`src/hw/rtl/rd_pkg.sv`:
```
// ---------------------------------------------------------------------------
// rd_pkg: shared types for the restoring divider
// Beat payload structs for the operand and result channels.
// ---------------------------------------------------------------------------
`default_nettype none

package rd_pkg;

  localparam int FIELD_W = 32;

  typedef struct packed {
    logic [FIELD_W-1:0] dividend;
    logic [FIELD_W-1:0] divisor;
  } rd_in_t;

  typedef struct packed {
    logic [FIELD_W-1:0] quotient;
    logic [FIELD_W-1:0] remainder;
  } rd_out_t;

endpackage

`default_nettype wire

```
`src/hw/rtl/restoring_divider_top.sv`:
```
// An accepted operand beat passes every stage register in turn to its result.
// Throughput: one beat per cycle unless out_ready stalls the pipeline; each stage computes one quotient bit.
// Stages hold on a stall and bubbles collapse, so operands are still taken
// while a finished result waits on out_ready, as long as a stage is empty.
// Reset (rst_n low, synchronous) clears every stage valid bit; the data
// registers are not reset.
// ---------------------------------------------------------------------------
// restoring_divider_top: pipelined unsigned restoring divider
// WIDTH-stage pipeline, one restoring step per stage, valid/ready both sides.
// ---------------------------------------------------------------------------
`default_nettype none

module restoring_divider_top
  import rd_pkg::*;
#(
  parameter int WIDTH = 32
) (
  input  wire logic    clk,
  input  wire logic    rst_n,
  input  wire logic    in_valid,
  output logic         in_ready,
  input  wire rd_in_t  in_data,
  input  wire logic    out_ready,
  output logic         out_valid,
  output rd_out_t      out_data
);

  // Chain of stage boundaries: index 0 is the input, index WIDTH the last
  // stage's registers, which double as the output register.
  logic             vld   [0:WIDTH];
  logic             rdy   [0:WIDTH];
  logic [WIDTH-1:0] rem_c [0:WIDTH];
  logic [WIDTH-1:0] dq_c  [0:WIDTH];
  logic [WIDTH-1:0] dvs_c [0:WIDTH];

  // Fit the 32-bit fields to WIDTH: truncate when narrower, zero-extend when
  // wider (bits above the field are zero).
  generate
    if (WIDTH <= FIELD_W) begin : g_in_narrow
      assign dq_c[0]  = in_data.dividend[WIDTH-1:0];
      assign dvs_c[0] = in_data.divisor[WIDTH-1:0];
    end else begin : g_in_wide
      assign dq_c[0]  = {{(WIDTH-FIELD_W){1'b0}}, in_data.dividend};
      assign dvs_c[0] = {{(WIDTH-FIELD_W){1'b0}}, in_data.divisor};
    end
  endgenerate

  assign vld[0]   = in_valid;
  assign in_ready = rdy[0];
  assign rem_c[0] = '0;

  // One stage per quotient bit, MSB first. A stage's ready is "empty or the
  // next one moves", so the ready path ripples back through all stages.
  generate
    for (genvar s = 0; s < WIDTH; s++) begin : g_stage
      rd_stage #(
        .WIDTH (WIDTH)
      ) u_stage (
        .clk      (clk),
        .rst_n    (rst_n),
        .up_valid (vld[s]),
        .up_ready (rdy[s]),
        .rem_in   (rem_c[s]),
        .dq_in    (dq_c[s]),
        .dvs_in   (dvs_c[s]),
        .dn_valid (vld[s+1]),
        .dn_ready (rdy[s+1]),
        .rem_out  (rem_c[s+1]),
        .dq_out   (dq_c[s+1]),
        .dvs_out  (dvs_c[s+1])
      );
    end
  endgenerate

  assign rdy[WIDTH] = out_ready;
  assign out_valid  = vld[WIDTH];

  // After WIDTH shifts the dividend register holds the quotient. Divisor of
  // zero falls out naturally: every step keeps, giving all-ones / dividend.
  generate
    if (WIDTH >= FIELD_W) begin : g_out_wide
      assign out_data.quotient  = dq_c[WIDTH][FIELD_W-1:0];
      assign out_data.remainder = rem_c[WIDTH][FIELD_W-1:0];
    end else begin : g_out_narrow
      assign out_data.quotient  = {{(FIELD_W-WIDTH){1'b0}}, dq_c[WIDTH]};
      assign out_data.remainder = {{(FIELD_W-WIDTH){1'b0}}, rem_c[WIDTH]};
    end
  endgenerate

endmodule

`default_nettype wire

```
`src/hw/rtl/rd_stage.sv`:
```
// ---------------------------------------------------------------------------
// rd_stage: one restoring division step
// Shift in the next dividend bit, trial-subtract, keep or restore; registered.
// ---------------------------------------------------------------------------
`default_nettype none

module rd_stage #(
  parameter int WIDTH = 32
) (
  input  wire logic             clk,
  input  wire logic             rst_n,
  input  wire logic             up_valid,
  output logic                  up_ready,
  input  wire logic [WIDTH-1:0] rem_in,
  input  wire logic [WIDTH-1:0] dq_in,
  input  wire logic [WIDTH-1:0] dvs_in,
  output logic                  dn_valid,
  input  wire logic             dn_ready,
  output logic [WIDTH-1:0]      rem_out,
  output logic [WIDTH-1:0]      dq_out,
  output logic [WIDTH-1:0]      dvs_out
);

  logic             valid_r;
  logic [WIDTH-1:0] rem_r, dq_r, dvs_r;
  logic [WIDTH-1:0] rem_nxt, dq_nxt;
  logic [WIDTH:0]   part, diff;
  logic             qbit;

  // partial remainder is WIDTH+1 bits wide
  assign part    = {rem_in, dq_in[WIDTH-1]};
  assign diff    = part - {1'b0, dvs_in};
  assign qbit    = ~diff[WIDTH];
  assign rem_nxt = qbit ? diff[WIDTH-1:0] : part[WIDTH-1:0];
  // dividend bits leave at the top, quotient bits enter at the bottom
  assign dq_nxt  = {dq_in[WIDTH-2:0], qbit};

  assign up_ready = ~valid_r | dn_ready;

  always_ff @(posedge clk) begin
    if (!rst_n) begin
      valid_r <= 1'b0;
    end else if (up_ready) begin
      valid_r <= up_valid;
    end
  end

  always_ff @(posedge clk) begin
    if (up_ready && up_valid) begin
      rem_r <= rem_nxt;
      dq_r  <= dq_nxt;
      dvs_r <= dvs_in;
    end
  end

  assign dn_valid = valid_r;
  assign rem_out  = rem_r;
  assign dq_out   = dq_r;
  assign dvs_out  = dvs_r;

endmodule

`default_nettype wire

```
`config.mk`:
```
export PLATFORM = sky130hd
export DESIGN_NAME = restoring_divider_top
export DESIGN_NICKNAME = d
export VERILOG_FILES = /design/src/hw/rtl/rd_pkg.sv /design/src/hw/rtl/restoring_divider_top.sv /design/src/hw/rtl/rd_stage.sv
export SDC_FILE = /design/constraint.sdc
export NUM_CORES = 2
export LEC_CHECK = 0
export BUFFER_PORTS_ARGS = -buffer_cell sky130_fd_sc_hd__buf_2
export CORE_AREA = 2 2 512 514
export DETAILED_ROUTE_END_ITERATION = 12
export DIE_AREA = 0 0 514 516
export GPL_TIMING_DRIVEN = 0
export PLACE_DENSITY = 0.81
export SYNTH_ARGS = -nofsm -noshare
export SYNTH_HDL_FRONTEND = slang
export SYNTH_SLANG_ARGS = --single-unit
export TNS_END_PERCENT = 50
```
`constraint.sdc`:
```
create_clock -name clk -period 22.4 [get_ports clk]
set_clock_uncertainty 0.15 [all_clocks]
set_input_delay 2.24 -clock clk [delete_from_list [all_inputs] [get_ports clk]]
set_output_delay 2.24 -clock clk [all_outputs]
set_load 0.05 [all_outputs]
```
# Word-level counts from Yosys, hierarchy flattened
# Index checks and enable logic that the tools add are counted.
# op_classes
muxes,32
reduce_logical,32
bitwise,96
addsub,32
# ops
operator,n
$sub 33x32->33,31
$mux 32,31
$not 1->1,64
$sub 1x32->33,1
$logic_and 1x1->1,32
$or 1x1->1,32
$mux 1,1
# word_totals
reg_bits,3072
out_inout_bits,66

# Longest topological paths before layout
# depth
ltp_word,34
mapped_depth,15

# Modules after synthesis
# Synthesis repeated with hierarchy kept, for this count alone.
# hier_totals
cells_unflattened,13076
area_unflattened_um2,165936.6
# by_module_without_submodules
module,instances,seq_area_each_um2,area_per_inst_um2,cells_per_inst
rd_stage (g_stage[22].u_stage ...),14,2902.8,5156.2,410
rd_stage (g_stage[0].u_stage ...),10,2902.8,5206.2,406
rd_stage (g_stage[2].u_stage ...),4,2902.8,5104.9,403
rd_stage (g_stage[10].u_stage ...),3,2902.8,5277.6,407
rd_stage (g_stage[21].u_stage),1,2902.8,5431.5,442
restoring_divider_top,1,0.0,3.8,1

# Worst setup path before layout
# Ideal clock, no wire load.
# synth_timing
path_type,input -> register
from,in out_ready
to,reg g_stage[21].u_stage.dq_r[0] (enable)
cell_stages,6
setup_time_ns,0.697
path_buffers,0
t_arrival_ns,10.295
setup_slack_ns,11.258
cell_sequence,and4b_1 and3_1 and3_1 and3_1 and2_0 a21boi_0
# synth_via
elab_chain_len,12
# synth_rtl
element,line_no,source
start: declaration,restoring_divider_top.sv:23,"input wire logic out_ready,"
$or 1x1->1 (11 in a row),rd_stage.sv:38,assign up_ready = ~valid_r | dn_ready;
$logic_and 1x1->1,rd_stage.sv:49,if (up_ready && up_valid) begin
end signal: assignment,rd_stage.sv:51,dq_r <= dq_nxt;
end: declaration,rd_stage.sv:25,"logic [WIDTH-1:0] rem_r, dq_r, dvs_r;"
# Every way passes these cells.
# A chain may end at the register's enable or synchronous reset.

# Worst setup path after layout
# layout_timing
from,in out_ready
to,out in_ready
# layout_via
elab_chain_len,32
# layout_rtl
element,line_no,source
$or 1x1->1 (32 in a row),rd_stage.sv:38,
end: declaration,restoring_divider_top.sv:21,"output logic in_ready,"
# Every way passes these cells.

==> summary by stage <==
Run status
The flow ran to the end, and the final reports show no timing, DRC or antenna violations.

GRT
Global routing consumed, on the met2 layer, 51.1% of the routing resources. Entering global routing, the biggest net connects 61 pins. The via count of the first global-routing pass is 99000. The global route total overflow is 0. The first global-routing pass estimated 572000 um of wire. The global-route total usage across every layer is 28.0%. Global routing used 3.66% of the available met3 tracks. The number of antenna violations at the first check in global routing is 15.

The layer with the highest usage after global routing is met2. The met1 demand-to-capacity share in global routing is 31.7%.

Route
The remaining design rule violation count is 0. The antenna violation net count after detailed routing is 0. The iteration count of the initial detailed-routing pass is 6. The via-per-instance ratio is 5.93. After the first detailed-routing iteration, the DRC count stood at 7200. The count of vias placed by the detailed router is 97200.

The aggregate routed wire length is 375000 um. After detailed routing, the average wire length per cell comes to 22.9 um.

Synth
Each instance of the synthesized netlist takes up on average 12.8 um^2. The number of different library cells used by synthesis comes to 100. Counting flops with a built-in enable in the synthesized netlist gives 3040. The leading area contributor after synthesis is sky130_fd_sc_hd__edfxtp_1. The count of mapped cells out of synthesis is 12100.

The fraction of the yosys area taken by sequential cells is 59.1%. The number of storage elements in the synthesis netlist is 3072. By count the netlist is led by sky130_fd_sc_hd__edfxtp_1, sky130_fd_sc_hd__inv_1, sky130_fd_sc_hd__ha_1. The share of async-settable or async-resettable flops after synthesis is 0%.

Ranked by total cell area, the synthesized netlist is headed by sky130_fd_sc_hd__edfxtp_1, sky130_fd_sc_hd__ha_1, sky130_fd_sc_hd__mux2_1. The cell area that synthesis handed to floorplanning was 155000 um^2. The most instantiated library cell after synthesis is sky130_fd_sc_hd__edfxtp_1.

The dominant synthesized flop cell is sky130_fd_sc_hd__edfxtp_1. The fraction of post-synthesis cell area in the top cell type by area is 58.7%. The Yosys step of the flow raised 0 warnings.

Floorplan
The area enclosed by the die boundary is 265000 um^2. The die is 516 um tall. The floorplan step set the die width to 514 um.

Row generation in the floorplan step produced 187 rows. The area of the core is 259000 um^2. 134 I/O pins were placed. The effective utilization at floorplan is 59.9%.

Worst setup path
The source of the worst register-to-register timing path is g_stage[27].u_stage.dq_out[31]$_DFFE_PP_. The capture point of the critical path is in_ready. The worst path arrival time is 6.40 ns. STA classifies the critical path endpoint as a primary output. The data required time at the worst endpoint is 20.01 ns. The maximum fanout count along the critical path is 7. Traced cell by cell, the critical path runs through buf_2, and4b_1, and3_1, nand2_1, nor3_1, nand2_1, nor2_1, and3_1, clkbuf_1, and4_1, nand3_1, buf_2. Measured in cells, the most critical reg-to-reg path has a length of 14. In this run the number of cells on the critical path is 12.

Counting both buffers and inverters, the worst setup path holds a total of 3. In this design, the largest share of critical-path delay is due to simple AND/OR/NAND/NOR gates. Among all stages on the critical path, the largest delay is contributed by sky130_fd_sc_hd__nor3_1. The critical path starts at out_ready. The reg2reg setup slack is 15.94 ns. The nature of the critical path startpoint is an input pin.

The critical path start-end classification is in -> out. The endpoint identified for the worst register-to-register timing path is g_stage[28].u_stage.rem_out[28]$_DFFE_PP_. On the worst path, the slowest cell contributes a delay of 0.71 ns.

Power
The power per unit of standard cell area is 68.9 nW/um^2. IR analysis of the VDD net gives a maximum drop of 66.5 uV. The final total power is 12000 uW. The clock group share of total power is 44.9%. The internal power summed over all cells is 9510 uW. In this run the power spent charging and discharging nets is 2440 uW. Sequential cells burn 52.7% of the power.

The relative contribution of combinational cells to total power is 2.4%. For this design the static power due to leakage is 0.0676 uW. The switching share of power is 20.4%.

Final layout
For this run, the post-layout net count is 13800. After filler insertion, the fill cell instance count of the layout stands at 18100. Compared with the post-synthesis result, the final layout area differs by 11.6%.

The fraction of layout cells with a size suffix above 1 is 7.80%.

Timing
The period utilization is 39.2%. The maximum frequency from static timing analysis is 114 MHz. The number of endpoints failing setup at the final stage is 0. The total count of hold-check failures in the final report is 0. After layout, the minimum clock period comes to 8.79 ns. Setup total negative slack on the finished layout was measured at 0 ns. Setup repair after global routing left no endpoint under its margin. Headroom to the max-slew limit came out at 5.36%.

For the pin with the worst max-slew slack, the measured transition is 1.42 ns. The number of pins exceeding their max-slew limit in the final report is 0.

Clock tree
CTS saw 3072 sinks. TritonCTS built the clock tree. CTS placed an instance of sky130_fd_sc_hd__clkbuf_16 at the clock tree root. The count of H-tree levels built during CTS is 5. The hold-fix buffer count after cts is 0. At the later pin of the worst-skew pair, clock insertion delay measures 0.91 ns. The post-CTS clock slew at the launch and capture registers of the worst setup and hold paths is 0.06 ns.

The maximum count of clock buffers along a single path is 4. The number of buffers created by CTS is 326. Buffers added to address setup during post-CTS repair amount to 0. The number of gates resized after cts is 0.

Placed design
The number of port buffers is 133. The congestion estimate from routability-driven global placement came to 0.935. The total half-perimeter wirelength after legalization and detailed placement is 283000 um.

Run
Across the run, the number of max-cap violations was 0.

Min path
The class of the tightest hold or removal check is reg -> reg.
how the worst min path moves through the flow:
stage | from | end | cells past startpoint
finish | g_stage[15].u_stage.dq_out[27]$_DFFE_PP_ | g_stage[16].u_stage.dq_out[28]$_DFFE_PP_ | 0
detailed placement | g_stage[10].u_stage.dq_out[26]$_DFFE_PP_ | g_stage[11].u_stage.dq_out[27]$_DFFE_PP_ | 0
global route | g_stage[9].u_stage.dq_out[19]$_DFFE_PP_ | g_stage[10].u_stage.dq_out[20]$_DFFE_PP_ | 0
CTS | g_stage[15].u_stage.dq_out[27]$_DFFE_PP_ | g_stage[16].u_stage.dq_out[28]$_DFFE_PP_ | 0
floorplan | g_stage[9].u_stage.dq_out[9]$_DFFE_PP_ | g_stage[10].u_stage.dq_out[10]$_DFFE_PP_ | 0
global placement | g_stage[3].u_stage.dq_out[2]$_DFFE_PP_ | g_stage[4].u_stage.dq_out[3]$_DFFE_PP_ | 0
worst reg2reg max path: cells and delay by family (launching register included):
kind            cells  cell delay, ns
mux                 1            0.40
compound gates      7            3.32
fa+ha+maj           2            0.69
simple gates        2            0.33
flops               1            0.60
buf+inv             2            0.71
power by group through the flow:
| stage | clock network [uW] | logic, uW | registers (uW) |
|---|---|---|---|
| floorplan | 0 | 202 | 6420 |
| global placement | 0 | 264 | 6430 |
| detailed placement | 0 | 279 | 6420 |
| CTS | 5470 | 282 | 6300 |
| global route | 5690 | 312 | 6300 |
| finish | 5370 | 284 | 6300 |
layout make-up:
type | instances | area, um^2 | area share (%)
clock buffers | 388 | 8600 | 4.96
well taps | 3402 | 4260 | 2.45
flip-flops and latches | 3072 | 91900 | 53.0
multi-input cells | 7575 | 58000 | 33.4
plain buffers | 182 | 988 | 0.570
inverters | 1309 | 4910 | 2.83
diodes | 24 | 60.1 | 0.0346
clock inverters | 191 | 1970 | 1.13
repair buffers | 235 | 2760 | 1.59
state kept, by name, summed over array words and instances (netlist names):
signal	flops
g_stage.u_stage.dq_out	1024
g_stage.u_stage.rem_out	1024
g_stage.u_stage.dvs_out	992
g_stage.u_stage.dn_valid	32
metrics by stage:
| stage | instances | cell area (um^2) | util (%) | worst slack, ns | hold slack (ns) |
|---|---|---|---|---|---|
| detailed placement | 15800 | 163000 | 62.8 | 13.68 | 0.255 |
| global placement | 15700 | 160000 | 61.9 | 6.38 | 0.250 |
| CTS | 16400 | 173000 | 66.9 | 13.64 | 0.196 |
| finish | 16400 | 173000 | 66.9 | 13.61 | 0.210 |
| global route | 16400 | 173000 | 66.9 | 13.38 | 0.215 |
| floorplan | 12100 | 155000 | - | 11.26 | 0.250 |
metal layers:
metal | vias to the layer above | part of all wire (%)
met5 | - | 0
met4 | 0 | 6.3
met3 | 850 | 4.4
met2 | 2741 | 52
met1 | 47600 | 37
li1 | 46000 | -
placed cells by master, fill, tap and decap left out, drive strengths merged, types with 131 or more instances in the layout:
cell type  count
a21o         348
a21oi        741
buf          365
clkbuf       440
clkinv       131
edfxtp      3040
ha           994
inv         1320
mux2         779
nand2        555
nand2b       161
nand3        201
nor2         655
nor2b        173
nor3         171
o21a         188
o21ai        544
xnor2        489
xor2         273
cells by family (layout without fill, tap and decap cells):
group / after synthesis / count (layout) / share of synthesized area (%)
other: 1 / 39 / 0.00241
muxes: 885 / 885 / 6.39
xor gates and xnor gates: 762 / 762 / 4.29
DFF: 3072 / 3072 / 59.1
adders and majority gates: 1025 / 1025 / 8.40
AOI/OAI and AO/OA: 2573 / 2573 / 10.8
and+or+nand+nor: 2315 / 2315 / 7.21
buffers and inverters: 1491 / 2305 / 3.80
(Power assumes the default switching activity.)
